[src/design/rbe_pkg.sv]
// ----------------------------------------------------------------------------
// rbe_pkg
// shared widths, blend equation codes and register map of the rgba blend unit
// ----------------------------------------------------------------------------
package rbe_pkg;

	localparam int PIX_W  = 32;             // packed rgba8 word
	localparam int CH_W   = 8;              // one color channel
	localparam int LANES  = PIX_W / CH_W;   // red, green, blue, alpha
	localparam int PROD_W = 2 * CH_W;       // channel times factor
	localparam int SUM_W  = PROD_W + 1;     // sum of two products

	// smallest combined value whose quotient by 255 exceeds 255
	localparam logic [SUM_W-1:0] SAT_LIM = SUM_W'(255 * 256);

	localparam int APB_DW = 32;
	localparam int APB_AW = 3;

	localparam int MODE_W = 3;

	typedef enum logic [MODE_W-1:0] {
		MODE_ADD    = 3'd0,
		MODE_SUB    = 3'd1,
		MODE_REVSUB = 3'd2,
		MODE_MIN    = 3'd3,
		MODE_MAX    = 3'd4
	} blend_mode_t;

	// word index of each register
	localparam logic [APB_AW-3:0] REG_BLEND_MODE = 1'b0;

endpackage

[src/design/rbe_if.sv]
// ----------------------------------------------------------------------------
// rbe channel interfaces
// valid/ready channels for the pixel word in and the blended word out
// ----------------------------------------------------------------------------
interface rbe_in_if;
	import rbe_pkg::*;

	logic             valid;
	logic             ready;
	logic [PIX_W-1:0] source_color;
	logic [PIX_W-1:0] source_factor;
	logic [PIX_W-1:0] dest_color;
	logic [PIX_W-1:0] dest_factor;

	modport source (
		output valid, source_color, source_factor, dest_color, dest_factor,
		input  ready
	);
	modport sink (
		input  valid, source_color, source_factor, dest_color, dest_factor,
		output ready
	);
endinterface

interface rbe_out_if;
	import rbe_pkg::*;

	logic            valid;
	logic            ready;
	logic [CH_W-1:0] out_red;
	logic [CH_W-1:0] out_green;
	logic [CH_W-1:0] out_blue;
	logic [CH_W-1:0] out_alpha;

	modport source (
		output valid, out_red, out_green, out_blue, out_alpha,
		input  ready
	);
	modport sink (
		input  valid, out_red, out_green, out_blue, out_alpha,
		output ready
	);
endinterface

[src/design/rgba_blend_equation_top.sv]
// ----------------------------------------------------------------------------
// rgba_blend_equation_top
// per-channel blend of a source and a destination rgba8 pixel, three stages
// ----------------------------------------------------------------------------
// path: an accepted word is registered in the multiply, combine and divide
// stages in turn, and its result word is driven from the divide stage register
// throughput: one word per cycle; stages: multiply, combine, divide by 255 and clamp
// a full pipeline holds its contents while the output is stalled; bubbles are
// squeezed out, so input stays ready while any stage is empty
// reset: asynchronous active-low arst_n clears stage valid bits and blend mode (add)
// ----------------------------------------------------------------------------
module rgba_blend_equation_top (
	input  logic                         clk,
	input  logic                         arst_n,
	// apb configuration port
	input  logic                         psel,
	input  logic                         penable,
	input  logic                         pwrite,
	input  logic [rbe_pkg::APB_AW-1:0]   paddr,
	input  logic [rbe_pkg::APB_DW-1:0]   pwdata,
	output logic [rbe_pkg::APB_DW-1:0]   prdata,
	output logic                         pready,
	// pixel channels
	rbe_in_if.sink                       pix_in,
	rbe_out_if.source                    pix_out
);
	import rbe_pkg::*;

	// ------------------------------------------------------------------
	// configuration register
	// ------------------------------------------------------------------
	logic [MODE_W-1:0] mode_q;
	logic              reg_sel;
	logic              cfg_wr;

	// word addressed; byte offset bits are ignored
	assign reg_sel = (paddr[APB_AW-1:2] == REG_BLEND_MODE);
	assign cfg_wr  = psel && penable && pwrite && pready;
	assign pready  = 1'b1;

	always_ff @(posedge clk or negedge arst_n) begin
		if (!arst_n) begin
			mode_q <= MODE_ADD;
		end else if (cfg_wr && reg_sel) begin
			mode_q <= pwdata[MODE_W-1:0];
		end
	end

	always_comb begin
		prdata = '0;
		if (reg_sel) begin
			prdata[MODE_W-1:0] = mode_q;
		end
	end

	// ------------------------------------------------------------------
	// stage enables: a stage loads when it is empty or its word moves on
	// ------------------------------------------------------------------
	logic vld_s1, vld_s2, vld_s3;
	logic en_s1, en_s2, en_s3;

	assign en_s3        = !vld_s3 || pix_out.ready;
	assign en_s2        = !vld_s2 || en_s3;
	assign en_s1        = !vld_s1 || en_s2;
	assign pix_in.ready = en_s1;

	always_ff @(posedge clk or negedge arst_n) begin
		if (!arst_n) begin
			vld_s1 <= 1'b0;
			vld_s2 <= 1'b0;
			vld_s3 <= 1'b0;
		end else begin
			if (en_s1) vld_s1 <= pix_in.valid;
			if (en_s2) vld_s2 <= vld_s1;
			if (en_s3) vld_s3 <= vld_s2;
		end
	end

	// ------------------------------------------------------------------
	// stage 1: color times factor, one 8x8 multiplier per product
	// ------------------------------------------------------------------
	logic [PROD_W-1:0] sprod_s1 [LANES];
	logic [PROD_W-1:0] dprod_s1 [LANES];

	always_ff @(posedge clk) begin
		if (en_s1) begin
			for (int k = 0; k < LANES; k++) begin
				sprod_s1[k] <= pix_in.source_color[k*CH_W +: CH_W]
				             * pix_in.source_factor[k*CH_W +: CH_W];
				dprod_s1[k] <= pix_in.dest_color[k*CH_W +: CH_W]
				             * pix_in.dest_factor[k*CH_W +: CH_W];
			end
		end
	end

	// ------------------------------------------------------------------
	// stage 2: blend equation on the two products
	// negative differences go straight to zero, unknown modes give zero
	// ------------------------------------------------------------------
	logic [SUM_W-1:0] comb_val [LANES];
	logic [SUM_W-1:0] sum_s2   [LANES];

	always_comb begin
		for (int k = 0; k < LANES; k++) begin
			case (mode_q)
				MODE_ADD:
					comb_val[k] = {1'b0, sprod_s1[k]} + {1'b0, dprod_s1[k]};
				MODE_SUB:
					comb_val[k] = (sprod_s1[k] >= dprod_s1[k])
					            ? {1'b0, sprod_s1[k] - dprod_s1[k]} : '0;
				MODE_REVSUB:
					comb_val[k] = (dprod_s1[k] >= sprod_s1[k])
					            ? {1'b0, dprod_s1[k] - sprod_s1[k]} : '0;
				MODE_MIN:
					comb_val[k] = (sprod_s1[k] < dprod_s1[k])
					            ? {1'b0, sprod_s1[k]} : {1'b0, dprod_s1[k]};
				MODE_MAX:
					comb_val[k] = (sprod_s1[k] > dprod_s1[k])
					            ? {1'b0, sprod_s1[k]} : {1'b0, dprod_s1[k]};
				default:
					comb_val[k] = '0;
			endcase
		end
	end

	always_ff @(posedge clk) begin
		if (en_s2) begin
			for (int k = 0; k < LANES; k++) begin
				sum_s2[k] <= comb_val[k];
			end
		end
	end

	// ------------------------------------------------------------------
	// stage 3: divide by 255 and clamp
	// anything at or above 255*256 saturates; below that,
	// (v + (v >> 8) + 1) >> 8 is the exact truncated quotient
	// ------------------------------------------------------------------
	logic [SUM_W-1:0] div_acc [LANES];
	logic [CH_W-1:0]  quot    [LANES];
	logic [CH_W-1:0]  res_s3  [LANES];

	always_comb begin
		for (int k = 0; k < LANES; k++) begin
			div_acc[k] = {1'b0, sum_s2[k][PROD_W-1:0]}
			           + {{(SUM_W-CH_W){1'b0}}, sum_s2[k][PROD_W-1:CH_W]}
			           + SUM_W'(1);
			quot[k]    = (sum_s2[k] >= SAT_LIM) ? {CH_W{1'b1}}
			                                    : div_acc[k][PROD_W-1:CH_W];
		end
	end

	always_ff @(posedge clk) begin
		if (en_s3) begin
			for (int k = 0; k < LANES; k++) begin
				res_s3[k] <= quot[k];
			end
		end
	end

	// ------------------------------------------------------------------
	// result word
	// ------------------------------------------------------------------
	assign pix_out.valid     = vld_s3;
	assign pix_out.out_red   = res_s3[0];
	assign pix_out.out_green = res_s3[1];
	assign pix_out.out_blue  = res_s3[2];
	assign pix_out.out_alpha = res_s3[3];

endmodule

[src/flat_wrapper.sv]
// flat-port wrapper written by rule: the top's interface ports become plain ports
module rgba_blend_equation_top_flat import rbe_pkg::*;
  (clk, arst_n, psel, penable, pwrite, paddr, pwdata, prdata, pready, pix_in_valid, pix_in_source_color, pix_in_source_factor, pix_in_dest_color, pix_in_dest_factor, pix_in_ready, pix_out_valid, pix_out_out_red, pix_out_out_green, pix_out_out_blue, pix_out_out_alpha, pix_out_ready);
  rbe_in_if pix_in_i ();
  rbe_out_if pix_out_i ();
  input  logic clk;
  input  logic arst_n;
  input  logic psel;
  input  logic penable;
  input  logic pwrite;
  input  logic [rbe_pkg::APB_AW-1:0] paddr;
  input  logic [rbe_pkg::APB_DW-1:0] pwdata;
  output logic [rbe_pkg::APB_DW-1:0] prdata;
  output logic pready;
  input wire logic [$bits(pix_in_i.valid)-1:0] pix_in_valid;
  input wire logic [$bits(pix_in_i.source_color)-1:0] pix_in_source_color;
  input wire logic [$bits(pix_in_i.source_factor)-1:0] pix_in_source_factor;
  input wire logic [$bits(pix_in_i.dest_color)-1:0] pix_in_dest_color;
  input wire logic [$bits(pix_in_i.dest_factor)-1:0] pix_in_dest_factor;
  output wire logic [$bits(pix_in_i.ready)-1:0] pix_in_ready;
  output wire logic [$bits(pix_out_i.valid)-1:0] pix_out_valid;
  output wire logic [$bits(pix_out_i.out_red)-1:0] pix_out_out_red;
  output wire logic [$bits(pix_out_i.out_green)-1:0] pix_out_out_green;
  output wire logic [$bits(pix_out_i.out_blue)-1:0] pix_out_out_blue;
  output wire logic [$bits(pix_out_i.out_alpha)-1:0] pix_out_out_alpha;
  input wire logic [$bits(pix_out_i.ready)-1:0] pix_out_ready;
  assign pix_in_i.valid = pix_in_valid;
  assign pix_in_i.source_color = pix_in_source_color;
  assign pix_in_i.source_factor = pix_in_source_factor;
  assign pix_in_i.dest_color = pix_in_dest_color;
  assign pix_in_i.dest_factor = pix_in_dest_factor;
  assign pix_in_ready = pix_in_i.ready;
  assign pix_out_valid = pix_out_i.valid;
  assign pix_out_out_red = pix_out_i.out_red;
  assign pix_out_out_green = pix_out_i.out_green;
  assign pix_out_out_blue = pix_out_i.out_blue;
  assign pix_out_out_alpha = pix_out_i.out_alpha;
  assign pix_out_i.ready = pix_out_ready;
  rgba_blend_equation_top u_core (.clk(clk), .arst_n(arst_n), .psel(psel), .penable(penable), .pwrite(pwrite), .paddr(paddr), .pwdata(pwdata), .prdata(prdata), .pready(pready), .pix_in(pix_in_i), .pix_out(pix_out_i));
endmodule
[config.mk]
export PLATFORM = sky130hd
export DESIGN_NAME = rgba_blend_equation_top_flat
export DESIGN_NICKNAME = d
export VERILOG_FILES = /design/src/design/rbe_pkg.sv /design/src/design/rbe_if.sv /design/src/design/rgba_blend_equation_top.sv /design/src/flat_wrapper.sv
export SDC_FILE = /design/constraint.sdc
export NUM_CORES = 2
export LEC_CHECK = 0
export BUFFER_PORTS_ARGS = -buffer_cell sky130_fd_sc_hd__buf_2
export CAP_MARGIN = 20
export CORE_MARGIN = 2
export CORE_UTILIZATION = 41
export CTS_CLUSTER_DIAMETER = 60
export CTS_CLUSTER_SIZE = 25
export DETAILED_ROUTE_END_ITERATION = 8
export PLACE_DENSITY = 0.65
export RECOVER_POWER = 50
export SLEW_MARGIN = 20
export SYNTH_ARGS = -nofsm -noshare
export SYNTH_HDL_FRONTEND = slang
export SYNTH_SLANG_ARGS = --single-unit
export TNS_END_PERCENT = 30
[constraint.sdc]
create_clock -name clk -period 7.6 [get_ports clk]
set_clock_uncertainty 0.1 [all_clocks]
set_input_delay 1.52 -clock clk [delete_from_list [all_inputs] [get_ports clk]]
set_output_delay 1.52 -clock clk [all_outputs]
set_load 0.05 [all_outputs]
# After elaboration in Yosys (flattened, before gate mapping)

Memories as Yosys holds them, arrays and structs flattened.
Cells that the tools add are included.

Memories: 4
Bits of input ports: 170
Register bits: 6
Output and inout bits: 67
Bits in writable memories: 228
Word-level logic and storage cells: 102

Equality and inequality tests: 4
Reductions and logical operators: 10
Magnitude comparators: 20
Bitwise operators: 1
$mul: 8
Add/sub/neg operators: 20
Mux-type cells: 31

Memory list:

| memory          | depth | width | read ports | clocked after Yosys merged registers in | write ports | RTL line                       | source |
|---|---|---|---|---|---|---|---|
| u_core.sum_s2   | 4     | 17    | 4          | 0                                       | 4           | rgba_blend_equation_top.sv:101 | `logic [SUM_W-1:0] sum_s2 [LANES];` |
| u_core.dprod_s1 | 4     | 16    | 4          | 0                                       | 4           | rgba_blend_equation_top.sv:83  | `logic [PROD_W-1:0] dprod_s1 [LANES];` |
| u_core.sprod_s1 | 4     | 16    | 4          | 0                                       | 4           | rgba_blend_equation_top.sv:82  | `logic [PROD_W-1:0] sprod_s1 [LANES];` |
| u_core.res_s3   | 4     | 8     | 4          | 0                                       | 4           | rgba_blend_equation_top.sv:141 | `logic [CH_W-1:0] res_s3 [LANES];` |

Operators by type and width:

| operator                                                            | number |
|---|---|
| one-hot mux 17 bit (5 select lines)                                 | 4 |
| two-way mux 16 bit                                                  | 16 |
| greater-or-equal comparator 16 bit                                  | 8 |
| multiplier 8 x 8 -> 16 bit                                          | 8 |
| subtractor 16 bit                                                   | 8 |
| adder 16 x 16 -> 17 bit                                             | 4 |
| greater-or-equal comparator 17 x 16 -> 1 bit, second input constant | 4 |
| adder 16 x 1 -> 16 bit, second input constant                       | 4 |
| adder 16 x 8 -> 16 bit                                              | 4 |
| > comparator 16 bit                                                 | 4 |
| less-than comparator 16 bit                                         | 4 |
| two-way mux 8 bit                                                   | 4 |
| equality test 3 x 2 -> 1 bit, second input constant                 | 2 |
| two-way mux 1 bit                                                   | 6 |
| equality test 3 x 1 -> 1 bit, second input constant                 | 1 |
| equality test 3 bit, second input constant                          | 1 |
| logical AND 1 bit                                                   | 3 |
| zero test 1 bit                                                     | 3 |
| zero test 3 bit                                                     | 1 |
| logical OR 1 bit                                                    | 3 |
| two-way mux 3 bit                                                   | 1 |
| NOT 1 bit                                                           | 1 |

# Longest topological paths before layout

Depth in word-level cells: 6
Gate-level depth with buffers: 17
Mapped depth without buffers: 17

# Worst setup path before layout

No wires, ideal clock.

Kind: input to register
Start point: input pix_out_ready
End point: memory u_core.dprod_s1[0][0] in the netlist's numbering, enable pin
Required time: 5615 ps
Path buffers: 0
Setup slack: 82 ps
Setup time: 1885 ps
Stages: 1
Arrival: 5533 ps
Cells stage by stage: nand4b_1

RTL lines:

| item            | RTL line                      | source |
|---|---|---|
| start, declared | flat_wrapper.sv:26            | `input wire logic [$bits(pix_out_i.ready)-1:0] pix_out_ready;` |
| end, declared   | rgba_blend_equation_top.sv:83 |  |

==> results.cfg <==
[layout]
syn2layout_area_growth_pct = 7.427
fillers = 8457
final_cell_area_um2 = 38730
final_nets = 5072
final_layout_size_suffix_gt1_share_pct = 6.905
final_common_cell = inv_1
antenna_cells = 0
mostFrequentLayoutCells = inv_1 (607), ha_1 (508), and2_1 (397), fa_1 (300), nand2_1 (237)

[yosys]
yosys-top-cells-area = edfxtp_1 (19%), ha_1 (18%), fa_1 (17%), and2_1 (7.1%), inv_1 (6.3%)
yosysUniqueCellTypes = 99
synthFlopType = edfxtp_1
syn_area_per_cell_um2 = 9.058
netlist_instances = 3980
synth_top_cell_by_area = edfxtp_1
synth_edf_count = 228
netlist_area_um2 = 36050
ys_warn_count = 0
yosys_register_bits = 234
synth_top_area_share_pct = 18.99
async_flop_share_pct = 2.564
yosysSeqAreaShare_pct = 19.41

[global_route]
grtUsageTotal_pct = 19.85
first_global_vias = 28570
grt_max_degree = 70
grt-ovfl-total = 0
grt_pass1_wl_um = 147700
antenna_found_initial = 2

[setup_path]
critical_path_arrival_ns = 5.56
start_kind = primary input
end_kind = flop
critPathRequiredTime_ns = 7.80
critical_path_class = primary input to flop
cp_num_buf_inv = 3
rr_endpoint = u_core.sum_s2[3][8]
rrSetupSlack_ns = 2.72
path_cells = clkbuf_1 > and2_1 > fa_1 > fa_1 > inv_1 > fa_1 > fa_1 > inv_1 > ha_1 > o21a_1 > nor2_1 > o21bai_1 > a31o_2 > a41o_1 > o41ai_1 > xnor2_1
r2r_start = u_core.dprod_s1[3][11]
crit_top_cell = fa_1
cpPeakStageDelay_ns = 0.49
cp_top_family = adder cells
critical_path.max_fanout = 8
slowest_stage = fa_1
reg2regPathDepth = 10

[power_and_ir_drop]
leakagePower_nw = 18.32
ir_drop_mv = 0.2602
p_per_area_nw_per_um2 = 404.1

[hold_path]
holdCritStartpoint = u_core.vld_s1
hp-class = flop to flop
hold_path_depth = 1
whs_endpoint = u_core.vld_s2

[timing]
finalSetupViolCount = 0
worst_pin_slew_ns = 3.753
min_period_over_period_pct = 70.63
setup_tns_ns = 0
slew_headroom_pct = -150.2
maxSlewViolCount = 234
hold_viol_final = 0
rsz0062_at_grt = false
fin_crit_ns = 5.368
clock.fmax_mhz = 186.3

[drt]
drt-initial-drc-count = 2226
wl_per_cell_um = 17.09
dr.pass1.iters = 6
vias = 28740
ant_nets = 0
vias_per_cell = 5.456
drt_wl_total_um = 90010
drcViolationCount = 0

[die]
die_area_um2 = 90320
ios = 237
dieHeight_um = 300.5
core_um2 = 86890
dieWidth_um = 300.5
rows = 108
initial_utilization_pct = 41.49

[clocking]
numCtsBuffers = 25
hold_buffers = 0
cts_setup_buffers = 0
cts_max_level = 1
clk_pin_slew_ns = 0.07
cts_resized = 0
ctsRootBufferMaster = clkbuf_16
clk_latency_ns = 0.56
cts_tree = yes
clock-sinks = 234
cts.path.max_buffers = 3

[outcome]
violations = max-capacitance violations, max-slew violations
status = finished with violations

[placement]
gp_congestion = 0.9463
hpwl_um = 71130
portBuffers = 175
placed_area_um2 = 37890

[job]
drv_cap = 4
[through the flow]
| stage | worst slack (ns) | instances | hold slack (ns) | power (mW) | utilization, % |
|---|---|---|---|---|---|
| floorplan | 0.08211 | 4008 | 0.3351 | 11.51 | - |
| global placement | 1.710 | 5222 | 0.3498 | 14.02 | 43.60 |
| detailed placement | 1.670 | 5222 | 0.3480 | 14.16 | 43.61 |
| CTS | 2.262 | 5268 | 0.3658 | 15.57 | 44.63 |
| global route | 1.984 | 5268 | 0.3877 | 17.08 | 44.57 |
| finish | 2.232 | 5268 | 0.3661 | 15.65 | 44.57 |
[routing by layer]
metal | global-route usage (%) | vias to the layer above | wire length, um
met5 | 0 | - | 7
met4 | 4.750 | 2 | 2006
met3 | 1.962 | 109 | 5176
met2 | 33.10 | 816 | 41490
met1 | 27.72 | 13980 | 41330
li1 | - | 13830 | -
[worst max path at each step]
stage                             start                endpoint  slack [ns]  depth (start not counted)
3_3_place_gp    pix_in_source_color[13]  u_core.sprod_s1[1][15]        1.71                         17
5_1_grt        pix_in_source_factor[18]  u_core.sprod_s1[2][15]        1.98                         16
4_1_cts        pix_in_source_factor[18]  u_core.sprod_s1[2][15]        2.26                         16
6_report        pix_in_source_color[26]  u_core.sprod_s1[3][15]        2.23                         16
3_5_place_dp    pix_in_source_color[13]  u_core.sprod_s1[1][15]        1.67                         17
2_1_floorplan             pix_out_ready   u_core.dprod_s1[0][0]        0.08                          1
[flip-flops by register name (all words and copies together) (netlist names)]
name	cells
u_core.dprod_s1	64
u_core.mode_q	3
u_core.pix_out.valid	1
u_core.res_s3	32
u_core.sprod_s1	64
u_core.sum_s2	68
u_core.vld_s1	1
u_core.vld_s2	1
[area by class of cell]
| type | count | area (um^2) | area share, % |
|---|---|---|---|
| Clock buffer | 28 | 636.9 | 1.644 |
| Clock inverter | 18 | 246.5 | 0.6364 |
| Inverter | 609 | 2286 | 5.902 |
| Multi-Input combinational cell | 3032 | 26150 | 67.52 |
| Sequential cell | 234 | 6997 | 18.07 |
| Tap cell | 1155 | 1445 | 3.731 |
| Timing Repair Buffer | 192 | 968.4 | 2.500 |
[synth_stat cells, types with 45 or more instances]
master,instances
inv_1,607
ha_1,508
and2_1,411
fa_1,300
nand2_1,237
edfxtp_1,228
a21oi_1,213
nor2_1,199
o21ai_0,143
xnor2_1,127
a21o_1,64
nor2b_1,56
nor3_1,54
clkbuf_1,49
nand3_1,45
[where the power goes]
group	switching (mW)	total (mW)	internal [mW]
Combinational	6.88	11.3	4.43
Sequential	0.638	3.03	2.39
Clock	0.574	1.31	0.735
[cell families after synthesis]
group	count (synthesis)	share of synthesized area, %
multiplexers	23	0.6490
buffers and inverters	742	8.357
AND/OR/NAND/NOR	1136	16.60
other	2	0.02083
XOR/XNOR	156	3.790
adder cells (fa/ha/maj)	808	34.29
flip-flops	234	19.41
AO/OA/AOI/OAI	879	16.88
Power figures use the tool's default switching activity.
